--- src/rtl/bmfp_pkg.sv ---
// Shared types and constants for the bitmap font binary parser.
package bmfp_pkg;

	localparam int unsigned RecordBytes = 20;
	localparam int unsigned RecIdxW     = $clog2(RecordBytes);

	localparam logic [7:0] BLOCK_COMMON = 8'd2;
	localparam logic [7:0] BLOCK_CHARS  = 8'd4;
	localparam logic [7:0] BLOCK_KERN   = 8'd5;

	localparam logic [7:0] MAGIC [4] = '{8'd66, 8'd77, 8'd70, 8'd3};

	typedef enum logic [2:0] {
		KIND_COMMON = 3'd0,
		KIND_GLYPH  = 3'd1,
		KIND_BADHDR = 3'd2,
		KIND_KERN   = 3'd3,
		KIND_TRUNC  = 3'd4
	} kind_t;

	typedef enum logic [1:0] {
		PH_HEADER = 2'd0,
		PH_ID     = 2'd1,
		PH_SIZE   = 2'd2,
		PH_BODY   = 2'd3
	} phase_t;

	typedef struct packed {
		logic               vld;
		kind_t              kind;
		logic        [31:0] char_id;
		logic        [15:0] atlas_x;
		logic        [15:0] atlas_y;
		logic        [15:0] glyph_width;
		logic        [15:0] glyph_height;
		logic signed [15:0] x_offset;
		logic signed [15:0] y_offset;
		logic signed [15:0] x_advance;
		logic        [15:0] line_pitch;
		logic        [15:0] baseline;
	} result_t;

endpackage

--- src/rtl/bmfp_core.sv ---
// Parser state and per-byte decode: header check, block framing, field capture.
module bmfp_core (
	input  logic              clk,
	input  logic              arst_n,
	input  logic              step,
	input  logic [7:0]        data_byte,
	input  logic              end_of_file,
	output bmfp_pkg::result_t res
);
	import bmfp_pkg::*;

	phase_t              phase_q, phase_n;
	logic [1:0]          hdr_cnt_q, hdr_cnt_n;
	logic [7:0]          block_id_q, block_id_n;
	logic [31:0]         block_size_q, block_size_n;
	logic [31:0]         body_off_q, body_off_n;
	logic [RecIdxW-1:0]  rec_pos_q, rec_pos_n;
	logic                err_q, err_n;
	logic [7:0]          rec_q [RecordBytes];
	logic                rec_we;
	logic [RecIdxW-1:0]  rec_idx;
	logic [RecIdxW-1:0]  gpos;
	logic [31:0]         size_upd;

	always_comb begin
		phase_n      = phase_q;
		hdr_cnt_n    = hdr_cnt_q;
		block_id_n   = block_id_q;
		block_size_n = block_size_q;
		body_off_n   = body_off_q;
		rec_pos_n    = rec_pos_q;
		err_n        = err_q;
		rec_we       = 1'b0;
		rec_idx      = rec_pos_q;
		res          = '0;
		res.kind     = KIND_COMMON;
		gpos         = (rec_pos_q >= RecIdxW'(RecordBytes)) ? '0 : rec_pos_q;

		unique case (hdr_cnt_q)
			2'd0: size_upd = {block_size_q[31:8], data_byte};
			2'd1: size_upd = {block_size_q[31:16], data_byte, block_size_q[7:0]};
			2'd2: size_upd = {block_size_q[31:24], data_byte, block_size_q[15:0]};
			default: size_upd = {data_byte, block_size_q[23:0]};
		endcase

		if (!err_q) begin
			unique case (phase_q)
				PH_HEADER: begin
					if (data_byte != MAGIC[hdr_cnt_q]) begin
						err_n    = 1'b1;
						res.vld  = 1'b1;
						res.kind = KIND_BADHDR;
					end else if (hdr_cnt_q == 2'd3) begin
						hdr_cnt_n = '0;
						phase_n   = PH_ID;
					end else begin
						hdr_cnt_n = hdr_cnt_q + 2'd1;
					end
				end
				PH_ID: begin
					block_id_n   = data_byte;
					block_size_n = '0;
					hdr_cnt_n    = '0;
					phase_n      = PH_SIZE;
				end
				PH_SIZE: begin
					block_size_n = size_upd;
					if (hdr_cnt_q == 2'd3) begin
						hdr_cnt_n  = '0;
						body_off_n = '0;
						rec_pos_n  = '0;
						phase_n    = (size_upd == '0) ? PH_ID : PH_BODY;
						if (block_id_q == BLOCK_KERN) begin
							res.vld  = 1'b1;
							res.kind = KIND_KERN;
						end
					end else begin
						hdr_cnt_n = hdr_cnt_q + 2'd1;
					end
				end
				default: begin
					if (block_id_q == BLOCK_COMMON) begin
						if (rec_pos_q < RecIdxW'(4)) begin
							rec_we  = 1'b1;
							rec_idx = rec_pos_q;
							if (rec_pos_q == RecIdxW'(3)) begin
								res.vld         = 1'b1;
								res.kind        = KIND_COMMON;
								res.line_pitch  = {rec_q[1], rec_q[0]};
								res.baseline    = {data_byte, rec_q[2]};
							end
							rec_pos_n = rec_pos_q + RecIdxW'(1);
						end
					end else if (block_id_q == BLOCK_CHARS) begin
						rec_we  = 1'b1;
						rec_idx = gpos;
						if (gpos == RecIdxW'(RecordBytes - 1)) begin
							res.vld          = 1'b1;
							res.kind         = KIND_GLYPH;
							res.char_id      = {rec_q[3], rec_q[2], rec_q[1], rec_q[0]};
							res.atlas_x      = {rec_q[5], rec_q[4]};
							res.atlas_y      = {rec_q[7], rec_q[6]};
							res.glyph_width  = {rec_q[9], rec_q[8]};
							res.glyph_height = {rec_q[11], rec_q[10]};
							res.x_offset     = {rec_q[13], rec_q[12]};
							res.y_offset     = {rec_q[15], rec_q[14]};
							res.x_advance    = {rec_q[17], rec_q[16]};
							rec_pos_n        = '0;
						end else begin
							rec_pos_n = gpos + RecIdxW'(1);
						end
					end
					body_off_n = body_off_q + 32'd1;
					if (body_off_n >= block_size_q) begin
						phase_n    = PH_ID;
						body_off_n = '0;
						rec_pos_n  = '0;
					end
				end
			endcase
		end

		if (end_of_file) begin
			if (!res.vld && !err_n && phase_n != PH_ID) begin
				res.vld  = 1'b1;
				res.kind = KIND_TRUNC;
			end
			phase_n      = PH_HEADER;
			hdr_cnt_n    = '0;
			block_id_n   = '0;
			block_size_n = '0;
			body_off_n   = '0;
			rec_pos_n    = '0;
			err_n        = 1'b0;
		end
	end

	always_ff @(posedge clk or negedge arst_n) begin
		if (!arst_n) begin
			phase_q      <= PH_HEADER;
			hdr_cnt_q    <= '0;
			block_id_q   <= '0;
			block_size_q <= '0;
			body_off_q   <= '0;
			rec_pos_q    <= '0;
			err_q        <= 1'b0;
		end else if (step) begin
			phase_q      <= phase_n;
			hdr_cnt_q    <= hdr_cnt_n;
			block_id_q   <= block_id_n;
			block_size_q <= block_size_n;
			body_off_q   <= body_off_n;
			rec_pos_q    <= rec_pos_n;
			err_q        <= err_n;
		end
	end

	always_ff @(posedge clk) begin
		if (step && rec_we) begin
			rec_q[rec_idx] <= data_byte;
		end
	end

endmodule

--- src/rtl/bitmap_font_binary_parser.sv ---
// Top level of the bitmap font binary parser: input stage, decode core, result register.
//
// Usage:
//   Slave side takes one font file byte per request in s_tdata, with s_tlast
//   marking the final byte of the file. Master side delivers at most one
//   result per byte: kind code in m_tuser, all record
//   fields in m_tdata (fields not belonging to the kind are zero).
//   A result reaches m_tvalid through two registers: its byte is held in the
//   input register, then decoded into the result register.
//   Throughput: one byte per cycle unless a pending result is held by low m_tready,
//   set by the single decode stage between the input register and the result
//   register; bytes giving no result occupy no output slot.
//   When m_tready is low with a result pending, the decode stage holds and
//   s_tready drops once the input register is also full; no data is lost.
//   Reset (arst_n low) empties both registers and returns the parser to the
//   header state; the last byte of a file returns the parser to the header state after it is decoded.
//   A bad magic reports once, then bytes are swallowed until end of file.
module bitmap_font_binary_parser (
	input  logic         clk,
	input  logic         arst_n,
	input  logic         s_tvalid,
	output logic         s_tready,
	input  logic [7:0]   s_tdata,   // data_byte
	input  logic         s_tlast,
	output logic         m_tvalid,
	input  logic         m_tready,
	// char_id[31:0], atlas_x, atlas_y, glyph_width, glyph_height,
	// x_offset, y_offset, x_advance, line_pitch, baseline (16 bits each)
	output logic [175:0] m_tdata,
	output logic [2:0]   m_tuser    // kind
);
	import bmfp_pkg::*;

	logic      valid_s1;
	logic [7:0] byte_s1;
	logic      eof_s1;
	logic      advance;
	result_t   res;
	result_t   res_q;
	logic      out_vld_q;

	assign advance  = valid_s1 && (!out_vld_q || m_tready);
	assign s_tready = !valid_s1 || advance;

	always_ff @(posedge clk or negedge arst_n) begin
		if (!arst_n) begin
			valid_s1 <= 1'b0;
		end else if (s_tready) begin
			valid_s1 <= s_tvalid;
		end
	end

	always_ff @(posedge clk) begin
		if (s_tready && s_tvalid) begin
			byte_s1 <= s_tdata;
			eof_s1  <= s_tlast;
		end
	end

	bmfp_core u_core (
		.clk         (clk),
		.arst_n      (arst_n),
		.step        (advance),
		.data_byte   (byte_s1),
		.end_of_file (eof_s1),
		.res         (res)
	);

	always_ff @(posedge clk or negedge arst_n) begin
		if (!arst_n) begin
			out_vld_q <= 1'b0;
		end else if (advance) begin
			out_vld_q <= res.vld;
		end else if (m_tready) begin
			out_vld_q <= 1'b0;
		end
	end

	always_ff @(posedge clk) begin
		if (advance) begin
			res_q <= res;
		end
	end

	assign m_tvalid = out_vld_q;
	assign m_tuser  = res_q.kind;
	assign m_tdata  = {res_q.baseline, res_q.line_pitch, res_q.x_advance, res_q.y_offset,
		res_q.x_offset, res_q.glyph_height, res_q.glyph_width, res_q.atlas_y,
		res_q.atlas_x, res_q.char_id};

endmodule

--- config.mk ---
export PLATFORM = sky130hd
export DESIGN_NAME = bitmap_font_binary_parser
export DESIGN_NICKNAME = d
export VERILOG_FILES = /design/src/rtl/bmfp_pkg.sv /design/src/rtl/bmfp_core.sv /design/src/rtl/bitmap_font_binary_parser.sv
export SDC_FILE = /design/constraint.sdc
export NUM_CORES = 1
export LEC_CHECK = 0
export BUFFER_PORTS_ARGS = -buffer_cell sky130_fd_sc_hd__clkbuf_2
export CAP_MARGIN = 25
export CELL_PAD_IN_SITES_DETAIL_PLACEMENT = 0
export CELL_PAD_IN_SITES_GLOBAL_PLACEMENT = 1
export CORE_ASPECT_RATIO = 0.75
export CORE_MARGIN = 5
export CORE_UTILIZATION = 51
export DETAILED_ROUTE_END_ITERATION = 6
export PLACE_DENSITY_LB_ADDON = 0.1
export SLEW_MARGIN = 10
export SYNTH_ARGS = -nofsm -noshare
export SYNTH_HDL_FRONTEND = slang
export SYNTH_SLANG_ARGS = --single-unit
--- constraint.sdc ---
create_clock -name clk -period 16.5 [get_ports clk]
set_clock_uncertainty 0.1 [all_clocks]
set_input_delay 1.65 -clock clk [delete_from_list [all_inputs] [get_ports clk]]
set_output_delay 1.65 -clock clk [all_outputs]
set_load 0.05 [all_outputs]
==> results of run 1 <==
## power by group through the flow
stage / clock network, mW / registers (mW) / logic (mW)
finish: 0.931 / 1.33 / 0.603
global route: 0.997 / 1.34 / 0.638
CTS: 0.949 / 1.33 / 0.606
detailed placement: 0 / 1.35 / 0.604
global placement: 0 / 1.35 / 0.600
floorplan: 0 / 1.61 / 0.175
## through the flow
stage	power, mW	util [%]	setup WS (ns)
detailed placement	1.951	55.49	11.65
global route	2.971	59.57	11.24
global placement	1.947	55.41	11.78
finish	2.860	59.57	11.53
CTS	2.881	59.55	11.63
floorplan	1.790	-	9.715
## cells in the final DEF (no fill, tap or decap), types with 12 or more instances in the layout
cell | Yosys | final
edfxtp_1 | 332 | 332
clkbuf_2 | 0 | 192
and2_1 | 186 | 186
dfrtp_1 | 84 | 84
nand2_1 | 57 | 57
inv_1 | 56 | 55
ha_1 | 48 | 48
nor2_1 | 43 | 43
clkbuf_16 | 0 | 42
a21oi_1 | 38 | 38
a22o_1 | 38 | 38
nand3_1 | 36 | 36
o21ai_0 | 31 | 31
a31oi_1 | 23 | 23
xnor2_1 | 21 | 21
nand2b_1 | 16 | 16
and3_1 | 15 | 15
buf_4 | 1 | 15
nor3_1 | 14 | 14
xor2_1 | 12 | 12
## routing by layer
metal	GRT usage (%)	up-vias	wire length, um
met1	32.47	5056	19010
met2	29.21	315	16290
met5	0	-	0
li1	-	4794	-
met4	3.349	0	442
met3	4.802	37	2653
## cell type report
cell class	instances	area share, %
multi-input cells	680	22.88
repair buffers	208	5.549
well taps	450	2.837
flip-flops and latches	416	60.83
inverters	56	1.084
clock inverters	25	1.267
clock buffers	50	5.549
## critical path: cells and delay by family (launching register included)
family	cells	cell delay (ns)
compound gates	4	1.23
xor+xnor	1	0.16
fa+ha+maj	1	0.26
buf+inv	1	0.50
flops	1	0.47
simple gates	7	2.14
## final timing paths
path | startpoint | to | slack, ns | cells past startpoint
max | u_core.body_off_q[6] | u_core.body_off_q[3] | 11.53 | 14
min | u_core.block_id_q[5] | u_core.block_id_q[5] | 0.39 | 2
max reg2reg | u_core.body_off_q[6] | u_core.body_off_q[3] | 11.53 | 14
min reg2reg | u_core.block_id_q[5] | u_core.block_id_q[5] | 0.39 | 2
max in group asynchronous | arst_n | u_core.block_size_q[4] | 14.69 | 2
min in group asynchronous | arst_n | u_core.body_off_q[28] | 0.96 | 1
## Yosys cell counts (3+ instances only)
| cell type | instances | area, um2 |
|---|---|---|
| a2111oi_0 | 3 | 26.28 |
| a21o_1 | 6 | 45.04 |
| a21oi_1 | 38 | 190.2 |
| a22o_1 | 38 | 332.8 |
| a31oi_1 | 23 | 143.9 |
| a41oi_1 | 4 | 35.03 |
| and2_1 | 186 | 1164 |
| and3_1 | 15 | 93.84 |
| and4_1 | 5 | 43.79 |
| buf_6 | 12 | 135.1 |
| clkbuf_1 | 35 | 131.4 |
| dfrtp_1 | 84 | 2102 |
| edfxtp_1 | 332 | 9970 |
| ha_1 | 48 | 600.6 |
| inv_1 | 56 | 210.2 |
| nand2_1 | 57 | 214.0 |
| nand2b_1 | 16 | 100.1 |
| nand3_1 | 36 | 180.2 |
| nand4_1 | 10 | 62.56 |
| nor2_1 | 43 | 161.4 |
| nor2b_1 | 5 | 31.28 |
| nor3_1 | 14 | 70.07 |
| nor4_1 | 9 | 56.30 |
| nor4b_4 | 3 | 71.32 |
| o21a_1 | 4 | 30.03 |
| o21ai_0 | 31 | 155.2 |
| o21ai_1 | 8 | 40.04 |
| o22ai_1 | 3 | 18.77 |
| o311ai_0 | 3 | 26.28 |
| o31ai_1 | 3 | 22.52 |
| or3_1 | 4 | 25.02 |
| xnor2_1 | 21 | 183.9 |
| xor2_1 | 12 | 105.1 |
## state kept, by name, indices dropped and copies added, names as in the netlist
register / flops
u_core.phase_q: 2
eof_s1: 1
valid_s1: 1
m_tuser: 3
m_tvalid: 1
u_core.block_size_q: 32
byte_s1: 8
u_core.block_id_q: 8
m_tdata: 176
u_core.err_q: 1
u_core.rec_q: 144
u_core.hdr_cnt_q: 2
u_core.body_off_q: 32
u_core.rec_pos_q: 5
## kinds of logic (layout without fill, tap and decap cells)
kind of cell    Yosys count  after routing  synth area share [%]
fa+ha+maj                48             48                 3.512
flops                   416            416                 70.59
xor+xnor                 33             33                 1.690
buf+inv                 106            339                 2.890
compound gates          185            185                 7.324
mux                       2              2                0.1244
simple gates            412            412                 13.87
==> out/results.tsv, run 1 <==
stage	metric	value	unit
run_status	status	finished, violations left	
run_status	violations	design-rule violations	
placed_design	io_buffers	193	
floorplan	rows	58	
pwr	p_clk_share	32.5	%
final_layout	antenna_cells	0	
timing	hold_viol_final	0	
routing	wl	38400	um
synthesis	ys.warnings.count	0	
clock_tree	numCtsBuffers	41	
floorplan	start_util	51.34	%
final_layout	multi_input_area	4541	um2
pwr	p_leak	7.866	nW
routing	vias	10200	
timing	post-route-min-period	4.974	ns
setup_path	critPathArrivalTime	5.32	ns
setup_path	worstSetupPathType	reg -> reg	
setup_path	crit_required	16.85	ns
final_layout	final_cells	1885	
final_layout	layout-drive-gt1-share	19.58	%
placed_design	place_area	18480	um2
clock_tree	clkSinkCount	416	
clock_tree	cts_setup_buffers	0	
pwr	ir_drop	0.0001011	V
clock_tree	clkTransAtPathRegs	0.06	ns
floorplan	die_x	221.4	um
job	maxCapViolCount	0	
pwr	seqPwrFrac	46.4	%
synthesis	synth_ff_type	edfxtp_1	
synthesis	seq_area_frac_synth	70.59	%
clock_tree	clk_latency	0.55	ns
pwr	powerDensity	144.1	nW/um2
global_route	overflow	0	
routing	viasPerCell	5.412	
floorplan	die_y	168.6	um
floorplan	core	33310	um2
final_layout	area.growth.synth_to_final	16.05	%
pwr	switching_share	32.95	%
placed_design	gp_congestion	0.8341	
pwr	power_switching	0.9422	mW
timing	max_freq	201.0	MHz
global_route	grt_pass1_wl	59220	um
clock_tree	clock-root-buffer	clkbuf_16	
final_layout	seq_area	12070	um2
min_path	hold_class	reg -> reg	
setup_path	path_max_fanout	56	
final_layout	nNetsFinal	1464	
global_route	grt_pass1_vias	9752	
timing	worst_pin_slew	1.045	ns
synthesis	synth_area	17100	um2
clock_tree	cts_hold_buf	0	
timing	slew_viol_final	0	
routing	ant_nets	0	
final_layout	fin_area	19840	um2
synthesis	synthArstFlopShare	20.19	%
timing	timing.final.crit_share	30.14	%
timing	rsz0062_at_grt	false	
timing	finalSetupViolations	0	
routing	wl_per_cell	20.37	um
setup_path	cp-end-kind	flip-flop	
timing	fin_hold_ws	0.3934	ns
floorplan	die_area	37330	um2
clock_tree	cts_resized	0	
placed_design	dp_cells	1809	
timing	finalSetupTns	0	ns
timing	slew_headroom	29.75	%
placed_design	dp_hpwl	25200	um
setup_path	path_cells	and4_1 -> nand4_1 -> nor3_1 -> and3_1 -> and3_1 -> xor2_1 -> ha_1 -> and4_1 -> a221o_1 -> a2111o_1 -> nor4b_4 -> buf_4 -> a41oi_1 -> a31oi_1	
pwr	power.internal	1.918	mW
final_layout	fill_cells	2632	
synthesis	avgSynthCellArea	14.23	um2
routing	dr.pass1.iters	7	
synthesis	ys_seq_elements	416	
global_route	grt_antenna_before_repair	0	
routing	drt_iter0_drc	986	
clock_tree	htreeDepth	2	
clock_tree	cts_tree	done	
synthesis	synthDistinctLibCells	63	
setup_path	crit_path_start_kind	flip-flop	
pwr	power_frac_comb	21.1	%
synthesis	synth_cells	1202	
routing	drc	1	
floorplan	pin_count	194	
clock_tree	cts.path.max_buffers	3	
synthesis	syn-num-nets	1263	
global_route	grt.total_usage	20.35	%
synthesis	synth_edf_count	332	
setup_path	cpPeakStageDelay	0.54	ns
global_route	grt_max_degree	109	
setup_path	crit_path_top_delay_cell	a2111o_1	
Note: power is estimated with default switching activity, not from simulation.
==> run 2, diff against run 1 <==
- CORE_UTILIZATION: 51 -> 48
- clock period: 16.5 -> 5 ns (I/O delays scaled with it)
==> out/results.tsv, run 2 (same netlist as run 1, synthesis figures left out) <==
stage	metric	value	unit	change
floorplan	die_x	227.9	um	+2.9%
placed_design	io_buffers	193		unchanged
pwr	ir_drop	0.0002977	V	+190%
setup_path	worstSetupPathType	reg -> reg		
routing	dr.pass1.iters	5		-2
clock_tree	htreeDepth	2		unchanged
clock_tree	clk_latency	0.54	ns	about the same
timing	slew_viol_final	0		unchanged
timing	worst_pin_slew	1.173	ns	+0.1279 ns
final_layout	final_cells	1895		+0.53%
floorplan	pin_count	194		unchanged
pwr	p_leak	7.816	nW	-0.64%
final_layout	layout-drive-gt1-share	19.28	%	-0.31 points
clock_tree	clock-root-buffer	clkbuf_16		
routing	ant_nets	0		unchanged
run_status	status	complete, no violations		
clock_tree	clkSinkCount	416		unchanged
timing	finalSetupViolations	0		unchanged
floorplan	core	34920	um2	+4.8%
placed_design	gp_congestion	0.8460		+1.4%
timing	post-route-min-period	4.526	ns	-0.4482 ns
routing	wl_met3	2412	um	-9.1%
global_route	grt_pass1_wl	59800	um	+0.97%
final_layout	multi_input_area	4554	um2	+0.30%
final_layout	largest_reg_flops	176		unchanged
routing	dr_wl_met2	16780	um	+3.0%
clock_tree	cts_tree	done		
final_layout	fin_area	19820	um2	-0.11%
routing	drc	0		-1
timing	max_freq	221.0	MHz	+9.9%
setup_path	path_max_fanout	56		unchanged
pwr	powerDensity	465.9	nW/um2	+220%
min_path	hold_class	in -> reg		
routing	vias	10090		-1.1%
global_route	grt_antenna_before_repair	0		unchanged
routing	wl_per_cell	20.31	um	-0.29%
routing	drt_iter0_drc	778		-21%
placed_design	dp_cells	1820		+0.61%
clock_tree	numCtsBuffers	41		unchanged
final_layout	fill_cells	2862		+8.7%
routing	routedLengthMet1	18760	um	-1.3%
floorplan	rows	59		+1.7%
final_layout	final_common_cell	edfxtp_1		
clock_tree	cts.path.max_buffers	3		unchanged
floorplan	die_y	173.5	um	+2.9%
job	maxCapViolCount	0		unchanged
global_route	grt.total_usage	19.18	%	-1.2 points
global_route	grt_pass1_vias	9903		+1.5%
routing	wl	38490	um	+0.23%
timing	rsz0062_at_grt	false		
timing	slew_headroom	21.82	%	-7.9 points
final_layout	area.growth.synth_to_final	15.91	%	
timing	timing.final.crit_share	90.51	%	+60 points
setup_path	cp-end-kind	flip-flop		
floorplan	start_util	48.97	%	-2.4 points
setup_path	critPathArrivalTime	4.87	ns	-0.45 ns
final_layout	final_cell_mix	332 x edfxtp_1, 192 x clkbuf_2, 186 x and2_1		
global_route	grt_max_degree	182		+67%
routing	viasPerCell	5.326		-1.6%
placed_design	dp_hpwl	25430	um	+0.90%
routing	top_layer_used	met4		
timing	hold_viol_final	0		unchanged
final_layout	seq_area	12070	um2	unchanged
clock_tree	clkTransAtPathRegs	0.06	ns	about the same
global_route	overflow	0		unchanged
setup_path	crit_required	5.34	ns	-11.51 ns
placed_design	place_area	18560	um2	+0.41%
final_layout	nNetsFinal	1469		+0.34%
floorplan	die_area	39540	um2	+5.9%
setup_path	crit_path_start_kind	flip-flop		
final_layout	fin_util	56.77	%	-2.8 points
timing	finalSetupTns	0	ns	unchanged
run 2: cell types whose count changed in the layout (fill, tap and decap cells not counted), sizes merged:
cell and delta:
clkinvlp +2, inv -2, dlygate4sd3 +1, buf +4
bufinv -3, diode +1, clkbuf +3, clkinv -3
run 2: cell type report:
class | count | share of cell area (%)
inverter | 56 | 1.079
clock inverter | 19 | 0.8080
timing repair buffer | 213 | 5.934
multi-input combinational | 680 | 22.98
sequential | 416 | 60.90
antenna | 1 | 0.01262
clock buffer | 53 | 5.403
tap | 457 | 2.885
run 2: routing by layer:
| metal | GRT usage [%] | up-vias |
|---|---|---|
| met5 | 0 | - |
| met4 | 3.679 | 0 |
| met3 | 4.912 | 47 |
| met2 | 27.89 | 256 |
| met1 | 29.63 | 4994 |
| li1 | - | 4795 |
run 2: through the flow:
step / setup slack [ns] / total power [mW] / hold slack (ns)
3_5_place_dp: 0.3695 / 6.462 / 0.1921
4_1_cts: 0.3483 / 9.313 / 0.004895
6_report: 0.4743 / 9.235 / 0.03054
5_1_grt: 0.05169 / 9.608 / 0.01083
3_3_place_gp: 0.5752 / 6.448 / 0.1924
2_1_floorplan: 0.4011 / 5.890 / 0.1044
run 2: where the power goes:
group | internal, mW | switching (mW)
logic | 0.392 | 1.62
registers | 4.16 | 0.222
clock network | 1.58 | 1.27
run 2: worst paths after layout:
check                      cells past startpoint                 start                      to  slack (ns)
setup / recovery                              14  u_core.body_off_q[2]   u_core.body_off_q[30]        0.47
hold / removal                                 1            s_tdata[4]              byte_s1[4]        0.03
setup reg to reg                              14  u_core.body_off_q[2]   u_core.body_off_q[30]        0.47
hold reg to reg                                2  u_core.block_id_q[5]    u_core.block_id_q[5]        0.38
max in group asynchronous                      4                arst_n  u_core.block_size_q[4]        3.70
min in group asynchronous                      2                arst_n   u_core.body_off_q[27]        0.19
run 2: worst max-delay path, cell delays in order, from the launching register on:
cell,delay (ns)
dfrtp_1,0.46
and4_1,0.28
nand3_1,0.17
nor3_2,0.34
and3_1,0.27
and3_1,0.23
xor2_1,0.16
ha_1,0.26
and4_1,0.23
a221o_1,0.32
a2111o_1,0.59
nor4b_4,0.38
buf_12,0.29
a41oi_1,0.15
a31oi_1,0.17
run 2: repair_timing:
action | CTS | global route
buffers inserted | 0 | 0
hold buffers | 1 | 0
setup endpoints to repair | 0 | 7
resized for setup | 0 | 2
endpoints found under the hold margin | 31 | 0
